==> config.mk <==
export PLATFORM = sky130hd
export DESIGN_NAME = recursive_mutex_fifo_waiters
export DESIGN_NICKNAME = d
export VERILOG_FILES = /design/src/rtl/rmfw_pkg.sv /design/src/rtl/rmfw_ram.sv /design/src/rtl/rmfw_decide.sv /design/src/rtl/recursive_mutex_fifo_waiters.sv
export SDC_FILE = /design/constraint.sdc
export NUM_CORES = 2
export LEC_CHECK = 0
export BUFFER_PORTS_ARGS = -buffer_cell sky130_fd_sc_hd__buf_2
export CAP_MARGIN = 20
export CORE_MARGIN = 5
export CORE_UTILIZATION = 40
export CTS_BUF_LIST = sky130_fd_sc_hd__clkbuf_2
export CTS_CLUSTER_DIAMETER = 80
export CTS_CLUSTER_SIZE = 8
export DETAILED_ROUTE_END_ITERATION = 8
export SYNTH_ARGS = -nofsm -noshare
export SYNTH_HDL_FRONTEND = slang
export SYNTH_SLANG_ARGS = --single-unit
==> constraint.sdc <==
create_clock -name clock -period 8.2 [get_ports clock]
set_input_delay 0.41 -clock clock [delete_from_list [all_inputs] [get_ports clock]]
set_output_delay 0.41 -clock clock [all_outputs]
set_load 0.01 [all_outputs]
==> src/rtl/rmfw_pkg.sv <==
// shared types, status codes and defaults for the recursive mutex with fifo waiters
package rmfw_pkg;

   // fixed field widths
   localparam int ID_W     = 8;
   localparam int STATUS_W = 4;
   localparam int ID_SPACE = 1 << ID_W;

   // parameter defaults
   localparam int MAX_THREADS_DEF = 256;
   localparam int NEST_MAX_DEF    = 255;

   // request opcodes
   localparam logic OP_ACQUIRE = 1'b0;
   localparam logic OP_RELEASE = 1'b1;

   // result status codes
   localparam logic [STATUS_W-1:0] ST_ACQUIRED     = 4'd0;
   localparam logic [STATUS_W-1:0] ST_NESTED_ACQ   = 4'd1;
   localparam logic [STATUS_W-1:0] ST_QUEUED       = 4'd2;
   localparam logic [STATUS_W-1:0] ST_NESTED_REL   = 4'd3;
   localparam logic [STATUS_W-1:0] ST_FREED        = 4'd4;
   localparam logic [STATUS_W-1:0] ST_HANDED       = 4'd5;
   localparam logic [STATUS_W-1:0] ST_NOT_HOLDER   = 4'd6;
   localparam logic [STATUS_W-1:0] ST_ALREADY_WAIT = 4'd7;
   localparam logic [STATUS_W-1:0] ST_NEST_OVF     = 4'd8;

   // request payload
   typedef struct packed {
      logic            opcode;
      logic [ID_W-1:0] thread_id;
   } req_type;

   // result payload
   typedef struct packed {
      logic [STATUS_W-1:0] status;
      logic                woken_valid;
      logic [ID_W-1:0]     woken_thread;
   } rsp_type;

   // state update selected for one request
   typedef struct packed {
      logic grant;
      logic nest_inc;
      logic nest_dec;
      logic enqueue;
      logic dequeue;
      logic free;
   } action_type;

endpackage

==> src/rtl/rmfw_ram.sv <==
// generic single write port ram with one registered read port
module rmfw_ram #(
   parameter int WIDTH = 8,
   parameter int DEPTH = 256,
   localparam int AW = (DEPTH > 1) ? $clog2(DEPTH) : 1
) (
   input  logic             clock,
   input  logic             wr_en,
   input  logic [AW-1:0]    wr_addr,
   input  logic [WIDTH-1:0] wr_data,
   input  logic [AW-1:0]    rd_addr,
   output logic [WIDTH-1:0] rd_data
);

   logic [WIDTH-1:0] mem_ff [DEPTH];
   logic [WIDTH-1:0] rd_data_ff;

   // write port
   always_ff @(posedge clock) begin
      if (wr_en) begin
         mem_ff[wr_addr] <= wr_data;
      end
   end

   // registered read, old data on a same-address write
   always_ff @(posedge clock) begin
      rd_data_ff <= mem_ff[rd_addr];
   end

   assign rd_data = rd_data_ff;

endmodule

==> src/rtl/rmfw_decide.sv <==
// decision logic: picks the status and state update for one lock request
module rmfw_decide
   import rmfw_pkg::*;
#(
   parameter int MAX_THREADS = MAX_THREADS_DEF,
   parameter int NEST_MAX    = NEST_MAX_DEF,
   localparam int DW = $clog2(NEST_MAX + 1),
   localparam int CW = $clog2(MAX_THREADS + 1)
) (
   input  req_type             req,
   input  logic                holder_valid,
   input  logic [ID_W-1:0]     holder_id,
   input  logic [DW-1:0]       nest_depth,
   input  logic [CW-1:0]       queue_count,
   input  logic                waiting,
   output action_type          action,
   output logic [STATUS_W-1:0] status
);

   localparam logic [DW-1:0] NEST_LIMIT = DW'(NEST_MAX);
   localparam logic [DW-1:0] DEPTH_ONE  = DW'(1);
   localparam logic [CW-1:0] QUEUE_FULL = CW'(MAX_THREADS);

   logic is_holder;

   assign is_holder = holder_valid && (holder_id == req.thread_id);

   // request decision
   always_comb begin
      action = '0;
      status = ST_NOT_HOLDER;
      case (req.opcode)
         OP_ACQUIRE: begin
            if (!holder_valid) begin
               action.grant = 1'b1;
               status       = ST_ACQUIRED;
            end else if (is_holder) begin
               if (nest_depth >= NEST_LIMIT) begin
                  status = ST_NEST_OVF;
               end else begin
                  action.nest_inc = 1'b1;
                  status          = ST_NESTED_ACQ;
               end
            end else if (waiting || (queue_count >= QUEUE_FULL)) begin
               status = ST_ALREADY_WAIT;
            end else begin
               action.enqueue = 1'b1;
               status         = ST_QUEUED;
            end
         end
         OP_RELEASE: begin
            if (!is_holder) begin
               status = ST_NOT_HOLDER;
            end else if (nest_depth > DEPTH_ONE) begin
               action.nest_dec = 1'b1;
               status          = ST_NESTED_REL;
            end else if (queue_count != '0) begin
               action.dequeue = 1'b1;
               status         = ST_HANDED;
            end else begin
               action.free = 1'b1;
               status      = ST_FREED;
            end
         end
         default: begin
            status = ST_NOT_HOLDER;
         end
      endcase
   end

endmodule

==> src/rtl/recursive_mutex_fifo_waiters.sv <==
// top level of the recursive mutex with a fifo queue of waiting threads
//
// Requests enter on the req_ channel (opcode 0 acquire, 1 release, plus the
// thread id); every request gives exactly one result on the rsp_ channel
// with a status code and, on a hand-off, the thread that now owns the lock.
// A request is registered on transfer in the input register, decided by
// short logic and lands in the result register, which drives rsp_valid.
// Throughput is one request per cycle while rsp_ready stays high, with one
// exception: a hand-off release that arrives right after the queue head
// moves (a previous hand-off, or an enqueue into the empty queue). The head
// entry is read from the wait queue ram through its registered read port,
// so that release is held until the new head has been read; back-to-back
// hand-offs therefore each wait for that read.
// Reset frees the lock, empties the queue and clears all waiting marks at
// once; the queue ram itself is not cleared and needs no sweep.
// When the receiver holds rsp_ready low the finished result stays in the
// output register, one more request is held in the input register, and
// req_ready drops until the result is taken.
module recursive_mutex_fifo_waiters
   import rmfw_pkg::*;
#(
   parameter int MAX_THREADS = MAX_THREADS_DEF,
   parameter int NEST_MAX    = NEST_MAX_DEF
) (
   input  logic    clock,
   input  logic    reset,
   input  logic    req_valid,
   output logic    req_ready,
   input  req_type req_data,
   output logic    rsp_valid,
   input  logic    rsp_ready,
   output rsp_type rsp_data
);

   localparam int DW = $clog2(NEST_MAX + 1);
   localparam int CW = $clog2(MAX_THREADS + 1);
   localparam int QW = (MAX_THREADS > 1) ? $clog2(MAX_THREADS) : 1;
   localparam logic [QW-1:0] LAST_SLOT = QW'(MAX_THREADS - 1);
   localparam logic [DW-1:0] DEPTH_ONE = DW'(1);
   localparam logic [CW-1:0] COUNT_ONE = CW'(1);

   // input and output registers
   logic    in_valid_ff, in_valid_in;
   req_type in_ff;
   logic    out_valid_ff, out_valid_in;
   rsp_type out_ff, out_in;

   // lock state
   logic                holder_valid_ff, holder_valid_in;
   logic [ID_W-1:0]     holder_id_ff, holder_id_in;
   logic [DW-1:0]       nest_depth_ff, nest_depth_in;
   logic [QW-1:0]       queue_head_ff, queue_head_in;
   logic [QW-1:0]       queue_tail_ff, queue_tail_in;
   logic [CW-1:0]       queue_count_ff, queue_count_in;
   logic [ID_SPACE-1:0] waiting_ff, waiting_in;
   logic                head_fresh_ff, head_fresh_in;

   action_type          action;
   logic [STATUS_W-1:0] status;
   logic [ID_W-1:0]     head_data;
   logic                fire;
   logic                q_wr_en;

   function automatic logic [QW-1:0] next_slot(input logic [QW-1:0] idx);
      next_slot = (idx == LAST_SLOT) ? '0 : idx + QW'(1);
   endfunction

   rmfw_decide #(
      .MAX_THREADS (MAX_THREADS),
      .NEST_MAX    (NEST_MAX)
   ) u_decide (
      .req          (in_ff),
      .holder_valid (holder_valid_ff),
      .holder_id    (holder_id_ff),
      .nest_depth   (nest_depth_ff),
      .queue_count  (queue_count_ff),
      .waiting      (waiting_ff[in_ff.thread_id]),
      .action       (action),
      .status       (status)
   );

   rmfw_ram #(
      .WIDTH (ID_W),
      .DEPTH (MAX_THREADS)
   ) u_queue_ram (
      .clock   (clock),
      .wr_en   (q_wr_en),
      .wr_addr (queue_tail_ff),
      .wr_data (in_ff.thread_id),
      .rd_addr (queue_head_ff),
      .rd_data (head_data)
   );

   // a request is decided when the result slot frees and, on hand-off,
   // the head entry read is current
   assign fire      = in_valid_ff && (!out_valid_ff || rsp_ready)
                      && !(action.dequeue && !head_fresh_ff);
   assign req_ready = !in_valid_ff || fire;
   assign q_wr_en   = fire && action.enqueue;

   // handshake registers
   always_comb begin
      in_valid_in = in_valid_ff;
      if (req_valid && req_ready) begin
         in_valid_in = 1'b1;
      end else if (fire) begin
         in_valid_in = 1'b0;
      end
      out_valid_in = out_valid_ff;
      if (fire) begin
         out_valid_in = 1'b1;
      end else if (rsp_ready) begin
         out_valid_in = 1'b0;
      end
   end

   // result payload
   always_comb begin
      out_in.status       = status;
      out_in.woken_valid  = action.dequeue;
      out_in.woken_thread = action.dequeue ? head_data : '0;
   end

   // lock and queue state update
   always_comb begin
      holder_valid_in = holder_valid_ff;
      holder_id_in    = holder_id_ff;
      nest_depth_in   = nest_depth_ff;
      queue_head_in   = queue_head_ff;
      queue_tail_in   = queue_tail_ff;
      queue_count_in  = queue_count_ff;
      waiting_in      = waiting_ff;
      if (fire) begin
         if (action.grant) begin
            holder_valid_in = 1'b1;
            holder_id_in    = in_ff.thread_id;
            nest_depth_in   = DEPTH_ONE;
         end
         if (action.nest_inc) begin
            nest_depth_in = nest_depth_ff + DEPTH_ONE;
         end
         if (action.nest_dec) begin
            nest_depth_in = nest_depth_ff - DEPTH_ONE;
         end
         if (action.enqueue) begin
            queue_tail_in               = next_slot(queue_tail_ff);
            queue_count_in              = queue_count_ff + COUNT_ONE;
            waiting_in[in_ff.thread_id] = 1'b1;
         end
         if (action.dequeue) begin
            queue_head_in         = next_slot(queue_head_ff);
            queue_count_in        = queue_count_ff - COUNT_ONE;
            waiting_in[head_data] = 1'b0;
            holder_id_in          = head_data;
            nest_depth_in         = DEPTH_ONE;
         end
         if (action.free) begin
            holder_valid_in = 1'b0;
            holder_id_in    = '0;
            nest_depth_in   = '0;
         end
      end
   end

   // head read stays current unless the head moves or its slot is written
   assign head_fresh_in = !(fire && action.dequeue)
                          && !(q_wr_en && (queue_tail_ff == queue_head_ff));

   // control and state registers
   always_ff @(posedge clock) begin
      if (reset) begin
         in_valid_ff     <= 1'b0;
         out_valid_ff    <= 1'b0;
         holder_valid_ff <= 1'b0;
         holder_id_ff    <= '0;
         nest_depth_ff   <= '0;
         queue_head_ff   <= '0;
         queue_tail_ff   <= '0;
         queue_count_ff  <= '0;
         waiting_ff      <= '0;
         head_fresh_ff   <= 1'b0;
      end else begin
         in_valid_ff     <= in_valid_in;
         out_valid_ff    <= out_valid_in;
         holder_valid_ff <= holder_valid_in;
         holder_id_ff    <= holder_id_in;
         nest_depth_ff   <= nest_depth_in;
         queue_head_ff   <= queue_head_in;
         queue_tail_ff   <= queue_tail_in;
         queue_count_ff  <= queue_count_in;
         waiting_ff      <= waiting_in;
         head_fresh_ff   <= head_fresh_in;
      end
   end

   // payload registers
   always_ff @(posedge clock) begin
      if (req_valid && req_ready) begin
         in_ff <= req_data;
      end
      if (fire) begin
         out_ff <= out_in;
      end
   end

   assign rsp_valid = out_valid_ff;
   assign rsp_data  = out_ff;

endmodule
**Word level (Yosys, flattened, before mapping)**

Memory sizes are Yosys's and may differ from the RTL's. A register that Yosys moved wholly into a read port is not among the register bits.
Index checks and enable logic that the tools add are counted.

- Memory bits (writable): 2048
- Memories kept: 1
- Register bits after elaboration: 323

Memory list:

| memory | words | bits a word | read ports | clocked after memory_dff | write ports | line | text |
|---|---|---|---|---|---|---|---|
| u_queue_ram.mem_ff | 256 | 8 | 1 | 1 | 1 | rmfw_ram.sv:15 | `logic [WIDTH-1:0] mem_ff [DEPTH];` |

- $add $sub $neg: 6
- Multiplexer cells: 54
- Reductions and logical operators: 33
- Magnitude comparators: 7
- Bitwise gates (word level): 4
- Equal/unequal tests: 4

Operators by type and width:

| operator | count |
|---|---|
| $mux W256 | 3 |
| $and A256 B256 Y256 | 1 |
| $not A256 Y256 | 1 |
| $or A256 B256 Y256 | 1 |
| $mux W8 | 10 |
| $mux W1 | 25 |
| $add A8 B1 Y8 const B | 3 |
| $mux W4 | 5 |
| $lt A8 B9 Y1 const B | 2 |
| $mux W9 | 2 |
| $demux W1 S8 | 2 |
| $eq A8 B8 Y1 | 2 |
| $eq A8 B8 Y1 const B | 2 |
| $ge A8 B1 Y1 const B | 2 |
| $reduce_and A2 Y1 | 6 |
| $logic_and A1 B1 Y1 | 11 |
| $add A9 B1 Y9 const B | 1 |
| $ge A9 B9 Y1 const B | 1 |
| $reduce_bool A9 Y1 | 1 |
| $sub A9 B1 Y9 const B | 1 |
| $bmux W1 S8 | 1 |
| $ge A8 B8 Y1 const B | 1 |
| $gt A8 B1 Y1 const B | 1 |
| $mux W2 | 4 |
| 9 further kinds | 19 |

**Longest topological paths before layout**

- Depth in word-level cells: 12
- Depth in mapped cells: 18
- Depth with buffers taken out: 14

**Hierarchy**

From an unflattened synthesis, not the netlist that was laid out.

- Cell total of the unflattened synthesis: 5214
- Area total of the unflattened synthesis: 94240.4 um^2

Modules (own cells, without submodules):

| module | instances | area an instance (um^2) | cells each | seq. area each (um^2) |
|---|---|---|---|---|
| rmfw_ram | 1 | 79556.3 | 3733 | 61659.1 |
| recursive_mutex_fifo_waiters | 1 | 14385.0 | 1439 | 6686.4 |
| rmfw_decide | 1 | 299.0 | 42 | 0.0 |

**Least setup slack after synthesis**

No wires, ideal clock.

- Path kind: flip-flop to flip-flop
- From: register in_ff[5] (netlist name)
- To: memory u_queue_ram.mem_ff[189][0], enable pin
- Library setup time: 383 ps
- Data required time: 7817 ps
- Arrival: 7112 ps
- Cell stages (with the launch flop): 12
- Setup slack: 705 ps
- Cells stage by stage: edfxtp_1 > clkinv_1 > and2_0 > a2111oi_0 > and4b_1 > nor4_1 > o211a_1 > clkbuf_1 > buf_2 > nand2_1 > buf_2 > nor3_1

- Cells in the longest elaborated chain, start to end: 10
- Elaborated cells between the ends (all ways): 17
- Those cells by class: eq/ne (1); mux (10); reduce/logical (6)

Ends and longest elaborated chain:

| element | line | text |
|---|---|---|
| start: declaration | recursive_mutex_fifo_waiters.sv:44 | `req_type in_ff;` |
| start signal: assignment | recursive_mutex_fifo_waiters.sv:199 | `in_ff <= req_data;` |
| $bmux W1 S8 / $eq A8 B8 Y1 (equally long branches) | recursive_mutex_fifo_waiters.sv:77, rmfw_decide.sv:26 |  |
| $mux W1 (implied by the code) / $logic_and A1 B1 Y1 (equally long branches) | recursive_mutex_fifo_waiters.sv:77, rmfw_decide.sv:26 |  |
| $logic_or A1 B1 Y1 / $mux W2 (equally long branches) | rmfw_decide.sv:44, rmfw_decide.sv:52 |  |
| $mux W1 / $mux W2 (equally long branches) | rmfw_decide.sv:44, rmfw_decide.sv:32 |  |
| $mux W1 / $logic_and A1 B1 Y1 (equally long branches) | rmfw_decide.sv:37, recursive_mutex_fifo_waiters.sv:97 |  |
| $mux W1 / $logic_not A1 Y1 (equally long branches) | rmfw_decide.sv:34, recursive_mutex_fifo_waiters.sv:97 |  |
| $mux W1 / $logic_and A1 B1 Y1 (equally long branches) | rmfw_decide.sv:32, recursive_mutex_fifo_waiters.sv:97 |  |
| $logic_and A1 B1 Y1 * | recursive_mutex_fifo_waiters.sv:99 | `assign q_wr_en = fire && action.enqueue;` |
| $mux W1 * | rmfw_ram.sv:20 | `if (wr_en) begin` |
| $mux W1 (implied by the code) * | rmfw_ram.sv:21 | `mem_ff[wr_addr] <= wr_data;` |
| end: declaration | rmfw_ram.sv:15 |  |

Every way passes the cells marked *; elsewhere a longest branch is shown, timed or not. The select of a mux whose other input is x is not followed.

**Worst setup path after layout**

- From: register in_ff[0] (netlist name)
- To: register waiting_ff[11]

- Cells in the longest elaborated chain, start to end: 11
- Elaborated cells between the ends (all ways): 24
- Those cells by class: order compare (2); eq/ne (1); mux (13); bitwise (2); reduce/logical (6)

Ends and longest elaborated chain:

| element | line | text |
|---|---|---|
| $bmux W1 S8 | recursive_mutex_fifo_waiters.sv:77 | `.waiting (waiting_ff[in_ff.thread_id]),` |
| $mux W1 (implied by the code) | recursive_mutex_fifo_waiters.sv:77 |  |
| $logic_or A1 B1 Y1 | rmfw_decide.sv:44 | `end else if (waiting \|\| (queue_count >= QUEUE_FULL)) begin` |
| $mux W1 | rmfw_decide.sv:44 |  |
| $mux W1 | rmfw_decide.sv:37 | `end else if (is_holder) begin` |
| $mux W1 | rmfw_decide.sv:34 | `if (!holder_valid) begin` |
| $mux W1 | rmfw_decide.sv:32 | `case (req.opcode)` |
| $mux W256 | recursive_mutex_fifo_waiters.sv:145 | `if (action.enqueue) begin` |
| $mux W256 | recursive_mutex_fifo_waiters.sv:133 | `if (fire) begin` |
| $and A256 B256 Y256 (no source line) | - |  |
| $mux W256 | recursive_mutex_fifo_waiters.sv:150 | `if (action.dequeue) begin` |
| end signal: assignment | recursive_mutex_fifo_waiters.sv:191 | `waiting_ff <= waiting_in;` |
| end: declaration | recursive_mutex_fifo_waiters.sv:55 | `logic [ID_SPACE-1:0] waiting_ff, waiting_in;` |

Parallel ways exist; a longest one is shown, timed or not. The select of a mux whose other input is x is not followed.
A chain may end at the register's enable or synchronous reset.

==> impl_results.md <==
- Fraction of layout cells with a size suffix above 1: approximately 29%
- First-pass GRT wire length: between 300000 and 400000 um
- Pre-CTS setup slack: approximately 2000 ps
- Synth Register Bits: 2379
- Worst R2R Path Depth: 12
- Initial antenna violation count: 8
- Synth area leader: edfxtp_1
- CTS Sinks: 2379
- Area after DPL: between 0.1 and 0.15 mm2
- Worst setup path startpoint: in_ff[0]$_DFFE_PP_
- CTS H-tree depth: 5
- Pwr dens: 183 mW/mm2
- Worst Path Required: around 10000 ps
- Starting DRT DRC Count: around 5800
- CP Capture Type: flip-flop
- WS Path Type: flip-flop to flip-flop
- Post-synth top area share: between 60 and 70%
- WL per Instance: 29.6 um
- Finished Cell Area: 0.103 mm2
- Clock root cell: clkbuf_2
- Area growth, synth to finish: 7.87%
- Core Rows: around 180
- Remaining antenna violation count: 0
- Count of buffers from port buffering: 27
- Vias: between 50000 and 60000
- Worst-margin pin slew: between 1000 and 1500 ps
- Reg-to-Reg End: waiting_ff[11]$_SDFFE_PP0P_
- DP HPWL: between 100000 and 150000 um
- Final TNS setup: 0 ps
- Worst hold slack: roughly 260 ps
- Critical path fanouts, max: 95
- Top post-synthesis cells by area: edfxtp_1, mux4_2, dfxtp_1
- WP data arrival: between 8000 and 9000 ps
- Period utilization: 77.3%
- Max Slew Vio Count: 0
- Chip Width: between 400 and 500 um
- Tmin final: roughly 6300 ps
- Hold Vio Cnt, Final: 0
- Residual DRC count: 0
- Top_reg_cell synth: edfxtp_1
- Clock transition at path regs: 170 ps
- Multi-input gate area: roughly 0.026 mm2
- Clk buf depth: 4
- Pin count of the biggest net entering global routing: between 150 and 200
- EDFF count, synth: around 2100
- Post_cts resized: 0
- 1st-pass router iterations: 8
- Synthesized instance count: about 5000
- Fin Clk Skew: between 200 and 250 ps
- Synth Warn #: 0
- Register-to-register setup slack: around 1900 ps
- Fill cells: around 21000
- Post-layout util: between 40% and 50%
- Vias in the first global route: roughly 52000
- Worst Setup EP: waiting_ff[11]$_SDFFE_PP0P_
- Unrepaired setup endpoints after global routing: no
- Fmax: ~160 MHz
- Commonest cells in the synthesized netlist: edfxtp_1, mux4_2, dfxtp_1, clkbuf_1, nor3_1
- Status: complete, no violations
- # setup viols final: 0
- Synthesized cell area: approximately 0.096 mm2
- Unique masters post-synth: 73
- Initial cell density of the core: slightly above 40%
- Mean Syn Cell Area: ~19 um2
- Worst slew margin: between 10% and 20%
- Post-CTS Setup Inserts: 0
- Net count, final: approximately 5300
- Reg area: 0.0684 mm2
- Asr flop ratio synth: 0%
- Total CTS buffers: around 350
- Die area: roughly 0.25 mm2
- Maximum vdd ir drop: around 150 uV
- Tot Pwr: around 19 mW
- CTS tree: built
- Placeable Area: 0.238 mm2
- RePlAce Congestion: between 0.8 and 0.9
- Hold Crit Class: primary input to flip-flop
- Total gr overflow: 0
- Die height: between 400 and 500 um
- Setup ws final: about 1900 ps
- CP startpoint kind: flip-flop
- Seq/Total Area, Yosys: a little under three quarters
- Layout Cells excl Fill: roughly 8500
- IO Pins: 28
- R2r startpoint: in_ff[0]$_DFFE_PP_
- Max Cap Violations: 0
- Final WL: approximately 250000 um
- Via density: slightly above 6
- GRT Total Usage: 19.8%
- Hold_buf cts: 39
- Most common cell in the synthesized netlist: edfxtp_1
- DP Cell Count: a little under 8000
- Lkg Pwr: between 30 and 40 nW
- Clk_lat worst skew: about 1900 ps
- Syn Nets: between 4000 and 5000
## cell type report
| cell class | instances | area share, % |
|---|---|---|
| Antenna cell | 12 | 0.0291 |
| Clock buffer | 391 | 1.90 |
| Clock inverter | 11 | 0.0776 |
| Inverter | 37 | 0.135 |
| Multi-Input combinational cell | 2088 | 24.9 |
| Sequential cell | 2379 | 66.3 |
| Tap cell | 3167 | 3.84 |
| Timing Repair Buffer | 382 | 2.89 |
## per-layer routing
metal  GRT usage (%)  share of wire (%)  up-vias
met5               0                  0        -
met4            4.78                2.2        0
met3            3.13                7.4      407
met2            31.5                 48     2417
met1            28.9                 43    27500
li1                -                  -    21500
## logic make-up (layout without fill, tap and decap cells)
logic type               count (synthesis)  count (layout)  share of synthesized area [%]
AO/OA/AOI/OAI                          681             681                           5.50
XOR/XNOR                                30              30                          0.275
adder cells (fa/ha/maj)                 17              17                          0.230
buffers and inverters                  473             821                           1.97
flip-flops                            2379            2379                           71.5
multiplexers                           789             789                           17.5
other                                    0              12                              0
AND/OR/NAND/NOR                        571             571                           3.06
## cells in the final DEF, fill, tap and decap left out, drive strengths merged, types with 7 or more instances in the layout
cell and n:
nand2 65, ha 16, mux4 706, edfxtp 2070, xor2 9, and2 17, nor3 267, inv 41
diode 12, nand4 15, xnor2 21, nor2 100, nand3 28, dlygate4sd3 38, buf 293, a221oi 21
o21ai 45, a41oi 236, nor4 8, dfxtp 309, nand2b 16, a21oi 41, mux2i 79, a22oi 20
nor2b 20, clkbuf 442, or3 7, o211ai 8, a211oi 262
## registers in the layout, summed over array words and instances, names as in the netlist, 8 cells and up
register / cells
u_queue_ram.rd_data: 8
holder_id_ff: 8
waiting_ff: 256
u_queue_ram.mem_ff: 2048
rsp_data: 13
queue_tail_ff: 8
queue_count_ff: 9
in_ff: 9
nest_depth_ff: 8
queue_head_ff: 8
## worst max-delay path, cell delays in order (launching register included)
cell and delay (ps):
edfxtp_1 740, buf_4 410, nor2b_1 940, a22oi_1 190, o21ai_0 140, o21ai_0 120
o311ai_0 680, o211a_4 520, buf_4 620, buf_4 880, a41oi_1 240, a211oi_1 240
dlygate4sd3_1 560
## power breakdown
part / internal (mW) / switching (mW)
sequential: 13.2 / 0.0161
clock: 1.27 / 3.92
combinational: 0.0908 / 0.415
total: 14.5 / 4.35
## worst min path at each step
stage,from,endpoint,slack [ps],cells past startpoint
detailed placement,waiting_ff[20]$_SDFFE_PP0P_,waiting_ff[20]$_SDFFE_PP0P_,470,2
floorplan,waiting_ff[13]$_SDFFE_PP0P_,waiting_ff[13]$_SDFFE_PP0P_,450,2
CTS,rsp_ready,holder_valid_ff$_SDFFE_PP0P_,10,6
finish,rsp_ready,holder_valid_ff$_SDFFE_PP0P_,260,6
global route,rsp_ready,holder_valid_ff$_SDFFE_PP0P_,80,6
global placement,waiting_ff[15]$_SDFFE_PP0P_,waiting_ff[15]$_SDFFE_PP0P_,460,2
Note: power is estimated with default switching activity, not from simulation.
